[src/design/cht_pkg.sv]
// Shared types and constants of the capability health tracker.
`default_nettype none

package cht_pkg;

  // Command codes carried by a request
  typedef enum logic [2:0] {
    CMD_SET_OFFERED   = 3'd0,
    CMD_OBSERVE       = 3'd1,
    CMD_WITHDRAW      = 3'd2,
    CMD_TRANSPORT     = 3'd3,
    CMD_CAPTURE_LEASE = 3'd4,
    CMD_CHECK_LEASE   = 3'd5
  } cmd_e;

  // Link health states
  typedef enum logic [1:0] {
    HEALTH_UNKNOWN     = 2'd0,
    HEALTH_HEALTHY     = 2'd1,
    HEALTH_DEGRADED    = 2'd2,
    HEALTH_UNAVAILABLE = 2'd3
  } health_e;

  // Configuration port geometry
  localparam int unsigned CFG_IDX_W  = 4;
  localparam int unsigned CFG_DATA_W = 32;
  localparam int unsigned KNOWN_W    = 32;
  localparam int unsigned THRESH_W   = 4;

  // Configuration register indexes
  typedef enum logic [CFG_IDX_W-1:0] {
    REG_KNOWN_MASK    = 4'd0,
    REG_SUCC_TO_OK    = 4'd1,
    REG_FAIL_TO_UNAV  = 4'd2
  } reg_idx_e;

  // Register reset values
  localparam logic [KNOWN_W-1:0]  KNOWN_MASK_RST = '1;
  localparam logic [THRESH_W-1:0] SUCC_THR_RST   = 4'd2;
  localparam logic [THRESH_W-1:0] FAIL_THR_RST   = 4'd3;

endpackage

`default_nettype wire

[src/design/cht_if.sv]
// Request, result and configuration channel interfaces of the tracker.
`default_nettype none

interface cht_req_if #(
  parameter int unsigned FLAG_BITS = 32,
  parameter int unsigned GEN_BITS  = 32
);
  import cht_pkg::*;

  logic                 valid;
  logic                 ready;
  logic [2:0]           command;
  logic [FLAG_BITS-1:0] caps_value;
  logic                 success;
  logic [GEN_BITS-1:0]  lease_generation;

  modport source (output valid, command, caps_value, success, lease_generation,
                  input ready);
  modport sink   (input valid, command, caps_value, success, lease_generation,
                  output ready);
endinterface

interface cht_rsp_if #(
  parameter int unsigned FLAG_BITS = 32,
  parameter int unsigned GEN_BITS  = 32
);
  import cht_pkg::*;

  logic                 valid;
  logic                 ready;
  logic                 ok;
  logic [GEN_BITS-1:0]  generation;
  logic [1:0]           health;
  logic [FLAG_BITS-1:0] operational_caps;
  logic [FLAG_BITS-1:0] negotiated_caps;
  logic                 acceptance_seen;

  modport source (output valid, ok, generation, health, operational_caps,
                  negotiated_caps, acceptance_seen, input ready);
  modport sink   (input valid, ok, generation, health, operational_caps,
                  negotiated_caps, acceptance_seen, output ready);
endinterface

interface cht_cfg_if;
  import cht_pkg::*;

  logic                  valid;
  logic                  ready;
  logic [CFG_IDX_W-1:0]  index;
  logic [CFG_DATA_W-1:0] data;

  modport source (output valid, index, data, input ready);
  modport sink   (input valid, index, data, output ready);
endinterface

`default_nettype wire

[src/design/capability_health_tracker_core.sv]
// Capability health tracker: offered/accepted sets, link health and generation.
//
// Channels: req_i takes one request per handshake (command, caps_value,
// success, lease_generation). rsp_o returns exactly one result per request,
// in order: ok, generation, health, operational and negotiated sets and the
// acceptance flag, all taken after the command has been applied. cfg_i
// writes known_mask (index 0), successes_to_healthy (1) and
// failures_to_unavailable (2); other indexes are ignored, cfg_i is always
// ready, and writes belong to idle periods.
// Flow: one input register, one result register; the state update between
// them is combinational. Throughput: one request per cycle while rsp_o is
// not held off, set by the state update between the two registers.
// Stall: while rsp_o is held off, one finished result waits in the result
// register and one request waits in the input register; req_i.ready drops
// only when both are full, and nothing is lost or repeated.
// Reset: all sets and counters clear, health goes unknown, generation goes
// to one and the registers take their reset values; no request is pending.
`default_nettype none

module capability_health_tracker_core #(
  parameter int unsigned FLAG_BITS  = 32,
  parameter int unsigned GEN_BITS   = 32,
  parameter int unsigned COUNT_BITS = 4
) (
  input  wire logic clk_i,
  input  wire logic rst_ni,
  cht_req_if.sink   req_i,
  cht_rsp_if.source rsp_o,
  cht_cfg_if.sink   cfg_i
);
  import cht_pkg::*;

  localparam int unsigned CmpW = (COUNT_BITS > THRESH_W) ? COUNT_BITS : THRESH_W;

  // Configuration registers
  logic [KNOWN_W-1:0]  known_mask_q;
  logic [THRESH_W-1:0] succ_thr_q;
  logic [THRESH_W-1:0] fail_thr_q;

  // Tracker state
  logic [FLAG_BITS-1:0]  offered_q, offered_d;
  logic [FLAG_BITS-1:0]  accepted_q, accepted_d;
  logic [FLAG_BITS-1:0]  negotiated_q, negotiated_d;
  logic [FLAG_BITS-1:0]  oper_q, oper_d;
  health_e               health_q, health_d;
  logic [COUNT_BITS-1:0] fail_cnt_q, fail_cnt_d;
  logic [COUNT_BITS-1:0] succ_cnt_q, succ_cnt_d;
  logic                  acc_q, acc_d;
  logic [GEN_BITS-1:0]   gen_q, gen_d;

  // Input register
  logic                 in_valid_q;
  logic [2:0]           cmd_q;
  logic [FLAG_BITS-1:0] caps_q;
  logic                 success_q;
  logic [GEN_BITS-1:0]  lease_q;

  // Result register
  logic                 out_valid_q;
  logic                 ok_q, ok_d;

  logic                 advance;
  logic [FLAG_BITS-1:0] known_flags;
  logic                 caps_ok;
  logic [GEN_BITS-1:0]  gen_inc;
  logic [GEN_BITS-1:0]  gen_bumped;
  logic [CmpW-1:0]      succ_thr_ext;
  logic [CmpW-1:0]      fail_thr_ext;
  logic [COUNT_BITS-1:0] succ_next;
  logic [COUNT_BITS-1:0] fail_next;

  // Widen the 32-bit known mask to the flag width; bits above it are zero
  for (genvar gi = 0; gi < FLAG_BITS; gi++) begin : g_known
    if (gi < KNOWN_W) begin : g_in
      assign known_flags[gi] = known_mask_q[gi];
    end else begin : g_out
      assign known_flags[gi] = 1'b0;
    end
  end

  // Configuration writes
  assign cfg_i.ready = 1'b1;

  always_ff @(posedge clk_i or negedge rst_ni) begin
    if (!rst_ni) begin
      known_mask_q <= KNOWN_MASK_RST;
      succ_thr_q   <= SUCC_THR_RST;
      fail_thr_q   <= FAIL_THR_RST;
    end else if (cfg_i.valid) begin
      case (cfg_i.index)
        REG_KNOWN_MASK:   known_mask_q <= cfg_i.data[KNOWN_W-1:0];
        REG_SUCC_TO_OK:   succ_thr_q   <= cfg_i.data[THRESH_W-1:0];
        REG_FAIL_TO_UNAV: fail_thr_q   <= cfg_i.data[THRESH_W-1:0];
        default: ;
      endcase
    end
  end

  // Pipeline flow: the input stage moves on when the result register frees up
  assign advance     = in_valid_q && (!out_valid_q || rsp_o.ready);
  assign req_i.ready = !in_valid_q || advance;

  always_ff @(posedge clk_i or negedge rst_ni) begin
    if (!rst_ni) begin
      in_valid_q <= 1'b0;
    end else if (req_i.ready) begin
      in_valid_q <= req_i.valid;
    end
  end

  // Capture the request payload
  always_ff @(posedge clk_i) begin
    if (req_i.valid && req_i.ready) begin
      cmd_q     <= req_i.command;
      caps_q    <= req_i.caps_value;
      success_q <= req_i.success;
      lease_q   <= req_i.lease_generation;
    end
  end

  // Shared terms of the command logic
  assign caps_ok      = (caps_q & ~known_flags) == '0;
  assign gen_inc      = gen_q + GEN_BITS'(1);
  assign gen_bumped   = (gen_inc == '0) ? GEN_BITS'(1) : gen_inc;
  assign succ_thr_ext = CmpW'(succ_thr_q);
  assign fail_thr_ext = CmpW'(fail_thr_q);
  assign succ_next    = ((CmpW'(succ_cnt_q) < succ_thr_ext) && (succ_cnt_q != '1))
                        ? succ_cnt_q + COUNT_BITS'(1) : succ_cnt_q;
  assign fail_next    = ((CmpW'(fail_cnt_q) < fail_thr_ext) && (fail_cnt_q != '1))
                        ? fail_cnt_q + COUNT_BITS'(1) : fail_cnt_q;

  // Apply one command to the state
  always_comb begin
    offered_d    = offered_q;
    accepted_d   = accepted_q;
    negotiated_d = negotiated_q;
    oper_d       = oper_q;
    health_d     = health_q;
    fail_cnt_d   = fail_cnt_q;
    succ_cnt_d   = succ_cnt_q;
    acc_d        = acc_q;
    gen_d        = gen_q;
    ok_d         = 1'b0;

    case (cmd_q)
      CMD_SET_OFFERED: begin
        if (caps_ok) begin
          offered_d    = caps_q;
          gen_d        = gen_bumped;
          accepted_d   = '0;
          negotiated_d = '0;
          oper_d       = '0;
          health_d     = HEALTH_UNKNOWN;
          fail_cnt_d   = '0;
          succ_cnt_d   = '0;
          acc_d        = 1'b0;
          ok_d         = 1'b1;
        end
      end
      CMD_OBSERVE: begin
        if (caps_ok && ((caps_q & ~offered_q) == '0)) begin
          ok_d = 1'b1;
          // Repeat of the same acceptance leaves everything alone
          if (!(acc_q && (accepted_q == caps_q))) begin
            accepted_d   = caps_q;
            negotiated_d = offered_q & caps_q;
            oper_d       = '0;
            health_d     = HEALTH_UNKNOWN;
            fail_cnt_d   = '0;
            succ_cnt_d   = '0;
            acc_d        = 1'b1;
            gen_d        = gen_bumped;
          end
        end
      end
      CMD_WITHDRAW: begin
        if (acc_q) begin
          gen_d = gen_bumped;
        end
        accepted_d   = '0;
        negotiated_d = '0;
        oper_d       = '0;
        health_d     = HEALTH_UNKNOWN;
        fail_cnt_d   = '0;
        succ_cnt_d   = '0;
        acc_d        = 1'b0;
        ok_d         = 1'b1;
      end
      CMD_TRANSPORT: begin
        if (acc_q) begin
          ok_d = 1'b1;
          if (success_q) begin
            fail_cnt_d = '0;
            succ_cnt_d = succ_next;
            if (CmpW'(succ_next) >= succ_thr_ext) begin
              health_d = HEALTH_HEALTHY;
              oper_d   = negotiated_q;
            end
          end else begin
            succ_cnt_d = '0;
            fail_cnt_d = fail_next;
            if (CmpW'(fail_next) >= fail_thr_ext) begin
              // Withdrawing usable capabilities invalidates leases
              if (oper_q != '0) begin
                gen_d = gen_bumped;
              end
              health_d = HEALTH_UNAVAILABLE;
              oper_d   = '0;
            end else if (health_q == HEALTH_HEALTHY || health_q == HEALTH_DEGRADED) begin
              health_d = HEALTH_DEGRADED;
              oper_d   = negotiated_q;
            end
          end
        end
      end
      CMD_CAPTURE_LEASE: begin
        ok_d = (caps_q != '0) && caps_ok && ((oper_q & caps_q) == caps_q);
      end
      CMD_CHECK_LEASE: begin
        ok_d = (lease_q != '0) && (caps_q != '0) && caps_ok &&
               (lease_q == gen_q) && ((oper_q & caps_q) == caps_q);
      end
      default: ;
    endcase
  end

  // Commit state as the request leaves the input register
  always_ff @(posedge clk_i or negedge rst_ni) begin
    if (!rst_ni) begin
      offered_q    <= '0;
      accepted_q   <= '0;
      negotiated_q <= '0;
      oper_q       <= '0;
      health_q     <= HEALTH_UNKNOWN;
      fail_cnt_q   <= '0;
      succ_cnt_q   <= '0;
      acc_q        <= 1'b0;
      gen_q        <= GEN_BITS'(1);
    end else if (advance) begin
      offered_q    <= offered_d;
      accepted_q   <= accepted_d;
      negotiated_q <= negotiated_d;
      oper_q       <= oper_d;
      health_q     <= health_d;
      fail_cnt_q   <= fail_cnt_d;
      succ_cnt_q   <= succ_cnt_d;
      acc_q        <= acc_d;
      gen_q        <= gen_d;
    end
  end

  // Result register valid
  always_ff @(posedge clk_i or negedge rst_ni) begin
    if (!rst_ni) begin
      out_valid_q <= 1'b0;
    end else if (advance) begin
      out_valid_q <= 1'b1;
    end else if (rsp_o.ready) begin
      out_valid_q <= 1'b0;
    end
  end

  // Hold the ok bit with the result; state fields come from the state itself
  always_ff @(posedge clk_i) begin
    if (advance) begin
      ok_q <= ok_d;
    end
  end

  assign rsp_o.valid            = out_valid_q;
  assign rsp_o.ok               = ok_q;
  assign rsp_o.generation       = gen_q;
  assign rsp_o.health           = health_q;
  assign rsp_o.operational_caps = oper_q;
  assign rsp_o.negotiated_caps  = negotiated_q;
  assign rsp_o.acceptance_seen  = acc_q;

  // Generation skips zero
  a_gen_nonzero: assert property (@(posedge clk_i) disable iff (!rst_ni)
    gen_q != '0)
    else $error("generation reached zero");

  // Usable capabilities are always negotiated ones
  a_oper_subset: assert property (@(posedge clk_i) disable iff (!rst_ni)
    (oper_q & ~negotiated_q) == '0)
    else $error("operational set outside negotiated set");

  // Unavailable link offers nothing
  a_unav_empty: assert property (@(posedge clk_i) disable iff (!rst_ni)
    health_q == HEALTH_UNAVAILABLE |-> oper_q == '0)
    else $error("operational set kept while unavailable");

  // Without acceptance the link state stays cleared
  a_no_accept_clear: assert property (@(posedge clk_i) disable iff (!rst_ni)
    !acc_q |-> (negotiated_q == '0 && health_q == HEALTH_UNKNOWN))
    else $error("link state left over without acceptance");

  // A stalled result keeps the state it reports
  a_stall_hold: assert property (@(posedge clk_i) disable iff (!rst_ni)
    (out_valid_q && !rsp_o.ready) |=> $stable(gen_q) && $stable(oper_q))
    else $error("state changed under a stalled result");

endmodule

`default_nettype wire

[src/flat_wrapper.sv]
// flat-port wrapper written by rule: the top's interface ports become plain ports
module capability_health_tracker_core_flat import cht_pkg::*;
#(
  parameter int unsigned FLAG_BITS  = 32,
  parameter int unsigned GEN_BITS   = 32,
  parameter int unsigned COUNT_BITS = 4
)
  (clk_i, rst_ni, req_i_valid, req_i_command, req_i_caps_value, req_i_success, req_i_lease_generation, req_i_ready, rsp_o_valid, rsp_o_ok, rsp_o_generation, rsp_o_health, rsp_o_operational_caps, rsp_o_negotiated_caps, rsp_o_acceptance_seen, rsp_o_ready, cfg_i_valid, cfg_i_index, cfg_i_data, cfg_i_ready);
  cht_req_if #(.FLAG_BITS(FLAG_BITS), .GEN_BITS(GEN_BITS)) req_i_i ();
  cht_rsp_if #(.FLAG_BITS(FLAG_BITS), .GEN_BITS(GEN_BITS)) rsp_o_i ();
  cht_cfg_if cfg_i_i ();
  input  wire logic clk_i;
  input  wire logic rst_ni;
  input wire logic [$bits(req_i_i.valid)-1:0] req_i_valid;
  input wire logic [$bits(req_i_i.command)-1:0] req_i_command;
  input wire logic [$bits(req_i_i.caps_value)-1:0] req_i_caps_value;
  input wire logic [$bits(req_i_i.success)-1:0] req_i_success;
  input wire logic [$bits(req_i_i.lease_generation)-1:0] req_i_lease_generation;
  output wire logic [$bits(req_i_i.ready)-1:0] req_i_ready;
  output wire logic [$bits(rsp_o_i.valid)-1:0] rsp_o_valid;
  output wire logic [$bits(rsp_o_i.ok)-1:0] rsp_o_ok;
  output wire logic [$bits(rsp_o_i.generation)-1:0] rsp_o_generation;
  output wire logic [$bits(rsp_o_i.health)-1:0] rsp_o_health;
  output wire logic [$bits(rsp_o_i.operational_caps)-1:0] rsp_o_operational_caps;
  output wire logic [$bits(rsp_o_i.negotiated_caps)-1:0] rsp_o_negotiated_caps;
  output wire logic [$bits(rsp_o_i.acceptance_seen)-1:0] rsp_o_acceptance_seen;
  input wire logic [$bits(rsp_o_i.ready)-1:0] rsp_o_ready;
  input wire logic [$bits(cfg_i_i.valid)-1:0] cfg_i_valid;
  input wire logic [$bits(cfg_i_i.index)-1:0] cfg_i_index;
  input wire logic [$bits(cfg_i_i.data)-1:0] cfg_i_data;
  output wire logic [$bits(cfg_i_i.ready)-1:0] cfg_i_ready;
  assign req_i_i.valid = req_i_valid;
  assign req_i_i.command = req_i_command;
  assign req_i_i.caps_value = req_i_caps_value;
  assign req_i_i.success = req_i_success;
  assign req_i_i.lease_generation = req_i_lease_generation;
  assign req_i_ready = req_i_i.ready;
  assign rsp_o_valid = rsp_o_i.valid;
  assign rsp_o_ok = rsp_o_i.ok;
  assign rsp_o_generation = rsp_o_i.generation;
  assign rsp_o_health = rsp_o_i.health;
  assign rsp_o_operational_caps = rsp_o_i.operational_caps;
  assign rsp_o_negotiated_caps = rsp_o_i.negotiated_caps;
  assign rsp_o_acceptance_seen = rsp_o_i.acceptance_seen;
  assign rsp_o_i.ready = rsp_o_ready;
  assign cfg_i_i.valid = cfg_i_valid;
  assign cfg_i_i.index = cfg_i_index;
  assign cfg_i_i.data = cfg_i_data;
  assign cfg_i_ready = cfg_i_i.ready;
  capability_health_tracker_core #(.FLAG_BITS(FLAG_BITS), .GEN_BITS(GEN_BITS), .COUNT_BITS(COUNT_BITS)) u_core (.clk_i(clk_i), .rst_ni(rst_ni), .req_i(req_i_i), .rsp_o(rsp_o_i), .cfg_i(cfg_i_i));
endmodule
[config.mk]
export PLATFORM = sky130hd
export DESIGN_NAME = capability_health_tracker_core_flat
export DESIGN_NICKNAME = d
export VERILOG_FILES = /design/src/design/cht_pkg.sv /design/src/design/cht_if.sv /design/src/design/capability_health_tracker_core.sv /design/src/flat_wrapper.sv
export SDC_FILE = /design/constraint.sdc
export NUM_CORES = 1
export LEC_CHECK = 0
export BUFFER_PORTS_ARGS = -buffer_cell sky130_fd_sc_hd__buf_2
export CAP_MARGIN = 5
export CORE_UTILIZATION = 55
export DETAILED_ROUTE_END_ITERATION = 12
export PLACE_DENSITY = 0.78
export SETUP_SLACK_MARGIN = 0.05
export SYNTH_ARGS = -nofsm -noshare
export SYNTH_HDL_FRONTEND = slang
export SYNTH_SLANG_ARGS = --single-unit
[constraint.sdc]
create_clock -name clk_i -period 5.2 [get_ports clk_i]
set_clock_uncertainty 0.1 [all_clocks]
set_input_delay 0.78 -clock clk_i [delete_from_list [all_inputs] [get_ports clk_i]]
set_output_delay 0.78 -clock clk_i [all_outputs]
set_load 0.1 [all_outputs]
* After elaboration in Yosys (flattened, before gate mapping)
Index checks and enable logic that the tools add are counted. Widths: inputs -> output; s select.
Word-level totals: output and inout port bits 103, register bits 282, input bits 109, logic and storage cells 147
Cells by class: reduce and logical (&&, ||, !) cells 36, muxes and demuxes 55, bitwise operators 6, equality and inequality tests 24, order comparisons 4, add/subtract/negate cells 3
Operators by type and width (count):
- $mux 32 | 21
- $pmux 32 s4 | 2
- $pmux 32 s3 | 2
- $and 32x32->32 | 4
- $eq 32x32->1 | 3
- $logic_not 32->1 | 3
- $reduce_bool 32->1 | 3
- $not 32->32 | 2
- $mux 4 | 9
- $add 32x1->32 const B | 1
- $pmux 4 s4 | 2
- $mux 2 | 8
- $logic_and 1x1->1 | 12
- $ne 2x1->1 const B | 6
- $reduce_and 10->1 | 1
- $add 4x1->4 const B | 2
- $ge 4x4->1 | 2
- $lt 4x4->1 | 2
- $mux 1 | 8
- $ne 4x4->1 const B | 2
- $pmux 2 s4 | 1
- $reduce_and 8->1 | 1
- $eq 3x2->1 const B | 2
- $eq 3x3->1 const B | 2
- other kinds (21) | 27

* Longest topological paths before layout
depth in word-level cells 8, gate-level depth with buffers 17, gate-level depth less buffers 15

* Worst setup path before layout
Ideal clock, no wire load.
kind register to register, start point register u_core.fail_thr_q[1], in the netlist u_core.fail_thr_ext[1], end point register u_core.gen_q[13], in the netlist u_core.rsp_o.generation[13], library setup time 165 ps, required time 4935 ps, path buffers 1, setup slack 1252 ps, data arrival time 3683 ps, cell stages (with the launch flop) 16, cell sequence dfstp_2 > inv_1 > ha_1 > a21oi_1 > o21ai_0 > a31oi_1 > mux2_2 > ha_1 > a2111oi_0 > or3_1 > o31a_1 > a21oi_1 > nand3_2 > buf_6 > nor4b_2 > xor2_1
Between the ends: cells in the longest elaborated chain, start to end 6
RTL lines:
- start, declared | RTL line capability_health_tracker_core.sv:38 | logic [THRESH_W-1:0] fail_thr_q;
- start signal, assigned | RTL line capability_health_tracker_core.sv:93 | REG_FAIL_TO_UNAV: fail_thr_q <= cfg_i.data[THRESH_W-1:0];
- $lt 4x4->1 | RTL line capability_health_tracker_core.sv:129 | assign fail_next = ((CmpW'(fail_cnt_q) < fail_thr_ext) && (fail_cnt_q != '1))
- $logic_and 1x1->1 | RTL line capability_health_tracker_core.sv:129
- $mux 4 | RTL line capability_health_tracker_core.sv:130 | ? fail_cnt_q + COUNT_BITS'(1) : fail_cnt_q;
- $ge 4x4->1 (*) | RTL line capability_health_tracker_core.sv:202 | if (CmpW'(fail_next) >= fail_thr_ext) begin
- $ne 2x1->1 (no source line) (*)
- $reduce_and 10->1 (no source line) (*)
- end signal, assigned | RTL line capability_health_tracker_core.sv:248 | gen_q <= gen_d;
- end, declared | RTL line capability_health_tracker_core.sv:49 | logic [GEN_BITS-1:0] gen_q, gen_d;
Every way passes the cells marked *; elsewhere a longest branch is shown, timed or not. A chain may end at the register's enable or synchronous reset.

* Worst setup path after layout
start point register u_core.fail_thr_q[1], in the netlist u_core.fail_thr_ext[1], end point register u_core.gen_q[14], in the netlist u_core.rsp_o.generation[14]
The elaborated chain is that of the path after synthesis.

==> impl_metrics.py <==
metrics = {
    "run_status": {
        "status": "complete, no violations",
    },
    "drt": {
        "num_vias": 9903,
        "drt_wl_total_um": 34700,
        "drt-vias-per-instance": 6.06,
        "wl_per_cell_um": 21.3,
        "drtAntennaViolNets": 0,
        "first_iter_violations": 1158,
        "first_pass_iters": 6,
        "drc": 0,
    },
    "synthesis": {
        "synthXorXnorAreaFrac_pct": 6.99,
        "synth_flop_cell": "dfrtp_1",
        "synthMuxAreaShare_pct": 9.45,
        "synth_fa_ha_area_share_pct": 1.60,
        "synth_edf_count": 69,
        "synth_top_cell_area_share_pct": 33.4,
        "ys_seq_elements": 282,
        "yosys.area_share.simple_pct": 11.3,
        "ys_top_cells_by_area": "dfrtp_1 (33%), edfxtp_1 (16%), dfstp_2 (7.1%), mux2_2 (6.4%), a22o_1 (4.3%)",
        "synth_seq_area_share_pct": 56.1,
        "syn_inst": 1099,
        "netlist.top_cell.by_area": "dfrtp_1",
        "ys_types": 72,
        "synth_top_family_by_area": "simple AND/OR/NAND/NOR gates",
        "syn_area_per_cell_um2": 12.1,
        "mappedNetlistArea_um2": 13300,
        "yosys_warnings": 0,
        "synth_nets": 1225,
        "synthArstFlopShare_pct": 75.5,
        "synth_compound_area_share_pct": 9.62,
    },
    "floorplan": {
        "core_um2": 23500,
        "start_util_pct": 56.4,
        "io_pins": 212,
        "dieArea_um2": 24800,
        "dieWidth_um": 157,
        "rows": 56,
        "die_y_um": 157,
    },
    "global_routing": {
        "grt_pass1_vias": 9730,
        "grt_pass1_wl_um": 53600,
        "grt_use_total_pct": 28.6,
        "grt_start_max_net_pins": 123,
        "grt_overflow": 0,
        "antenna_found_initial": 0,
    },
    "clock_network": {
        "cts_max_level": 1,
        "cts_hold_buf": 0,
        "cts_sinks": 282,
        "ctsRootBufferMaster": "clkbuf_16",
        "clk_path_buf_depth": 3,
        "cts_resized": 0,
        "cts_tree": "done",
        "numCtsBuffers": 30,
        "path_clk_slew_ns": 0.06,
        "worstSkewPairLatency_ns": 0.55,
        "postCtsSetupRepairBufs": 0,
    },
    "cells_and_area": {
        "drive_gt1_share_pct": 31.7,
        "area_growth_pct": 16.7,
        "multi_input_area_um2": 5190,
        "regArea_um2": 7450,
        "nNetsFinal": 1418,
        "post-route-util_pct": 65.8,
        "fill_cells": 1786,
        "diodes": 0,
    },
    "sta": {
        "period_needed_ns": 4.69,
        "fin_crit_sh_pct": 90.2,
        "max_freq_mhz": 213,
        "tightest_slew_ns": 0.983,
        "rsz0062_at_grt": "no",
        "worst_slack_ns": 0.510,
        "drv_slew": 0,
        "hold_viol": 0,
        "max_slew_margin_pct": 34.5,
        "tns_ns": 0,
        "setup_viol": 0,
    },
    "worst_setup_path": {
        "cp.arrival_ns": 5.06,
        "critPathCaptureType": "flip-flop",
        "cp_max_fo": 16,
        "cp_num_cells": 15,
        "ff2ff_path_depth": 15,
        "cpPeakStageDelay_ns": 0.52,
        "start_kind": "flip-flop",
        "cp.required_ns": 5.57,
        "crit_slowest_cell": "dfstp_2",
        "path_class": "reg -> reg",
        "cp_top_family": "compound AO/OA/AOI/OAI gates",
        "cp_cell_sequence": "inv_1 -> ha_1 -> a21oi_1 -> o21ai_0 -> a31oi_1 -> mux2_2 -> ha_1 -> a2111oi_0 -> or3_1 -> o31a_1 -> a21oi_1 -> nand3_2 -> buf_4 -> nor3_1 -> xor2_1",
        "crit_buf_inv": 2,
    },
    "pwr": {
        "irDropWorstVdd_uv": 479,
        "total_power_uw": 5740,
        "p_leak_uw": 0.00697,
        "powerDensity_nw_per_um2": 371,
    },
    "placed_design": {
        "detailed_place_hpwl_um": 24900,
        "globalplace.congestion": 0.946,
        "dp_slack_ns": 0.579,
        "port_buffers": 210,
    },
    "min_path": {
        "hp-class": "in -> async",
    },
    "job": {
        "maxCapViolations": 0,
    },
}
==> sequential cells by signal, indices dropped and copies added (netlist names), 32 cells and up <==
signal / cells
u_core.offered_q: 32
u_core.caps_q: 32
u_core.rsp_o.generation: 32
u_core.lease_q: 32
u_core.known_flags: 32
u_core.accepted_q: 32
u_core.rsp_o.operational_caps: 32
u_core.rsp_o.negotiated_caps: 32
==> final timing paths <==
check | start | endpoint | slack (ns)
setup / recovery | u_core.fail_thr_ext[1]$_DFFE_PN1P_ | u_core.rsp_o.generation[14]$_DFFE_PN0P_ | 0.51
hold / removal | rst_ni | u_core.rsp_o.negotiated_caps[18]$_DFFE_PN0P_ | 0.25
setup reg to reg | u_core.fail_thr_ext[1]$_DFFE_PN1P_ | u_core.rsp_o.generation[14]$_DFFE_PN0P_ | 0.51
hold reg to reg | u_core.in_valid_q$_DFFE_PN0N_ | u_core.rsp_o.valid$_DFFE_PN0P_ | 0.40
max in group asynchronous | rst_ni | u_core.accepted_q[12]$_DFFE_PN0P_ | 3.54
min in group clk_i | req_i_caps_value[12] | u_core.caps_q[12]$_DFFE_PP_ | 0.30
==> cell usage in the layout (no fill, tap or decap), types with 14 or more instances in the layout <==
cell,Yosys,routed
dfstp_2,36,36
ha_1,17,17
mux2_2,76,76
nand4_1,34,34
xor2_1,41,41
nor4_1,40,40
clkbuf_16,0,31
nand2_1,65,65
xnor2_1,65,65
mux2i_1,36,36
edfxtp_1,69,69
buf_2,23,209
dfrtp_1,177,177
nand3_1,17,16
a22o_1,65,65
o22ai_1,42,42
buf_4,4,14
nor3_1,26,25
inv_1,65,65
nor2_1,33,33
==> per-layer routing <==
metal / up-vias / wire, µm / GRT usage (%)
li1: 4366 / - / -
met1: 4913 / 14300 / 39.3
met2: 540 / 16200 / 45.6
met3: 84 / 3150 / 5.64
met4: 0 / 1090 / 9.15
met5: - / 0 / 0
==> Yosys cell counts, types with 7 or more instances <==
| master | n |
|---|---|
| mux2i_1 | 36 |
| mux2_2 | 76 |
| nor3_1 | 26 |
| edfxtp_1 | 69 |
| dfrtp_1 | 177 |
| nand2_1 | 65 |
| ha_1 | 17 |
| a21oi_1 | 9 |
| nand2b_1 | 11 |
| o22ai_1 | 42 |
| buf_6 | 9 |
| xor2_1 | 41 |
| a22o_1 | 65 |
| clkbuf_1 | 23 |
| nand4_1 | 34 |
| nand3_1 | 17 |
| buf_2 | 23 |
| nor4_2 | 7 |
| nor4_1 | 40 |
| inv_1 | 65 |
| dfstp_2 | 36 |
| nor2_1 | 33 |
| inv_2 | 12 |
| xnor2_1 | 65 |
==> kinds of logic (layout without fill, tap and decap cells) <==
group           count (synthesis)  in the layout
xor+xnor                      106            106
mux                           115            115
buf+inv                       143            360
flops                         282            282
fa+ha+maj                      17             17
compound gates                167            167
simple gates                  268            268
other cells                     1              1
==> final cells by class <==
type	instances	share of cell area (%)
Clock buffer	44	5.52
Clock inverter	12	0.816
Inverter	80	1.94
Multi-Input combinational cell	674	33.5
Sequential cell	282	48.1
Tap cell	319	2.58
Timing Repair Buffer	224	7.52
==> metrics by stage <==
stage | instances | instance area [µm²] | hold slack (ns)
2_1_floorplan | 1099 | 13300 | 0.357
3_3_place_gp | 1579 | 14500 | 0.378
3_5_place_dp | 1579 | 14500 | 0.394
4_1_cts | 1635 | 15500 | 0.281
5_1_grt | 1635 | 15500 | 0.275
6_report | 1635 | 15500 | 0.251
==> power by group <==
group	leakage [µW]	total (µW)	internal (µW)	switching, µW
sequential	0.00346	2700	2500	201
combinational	0.00304	914	286	628
clock	0.000477	2120	1280	844
No activity file was read; power rests on OpenSTA's default activity.
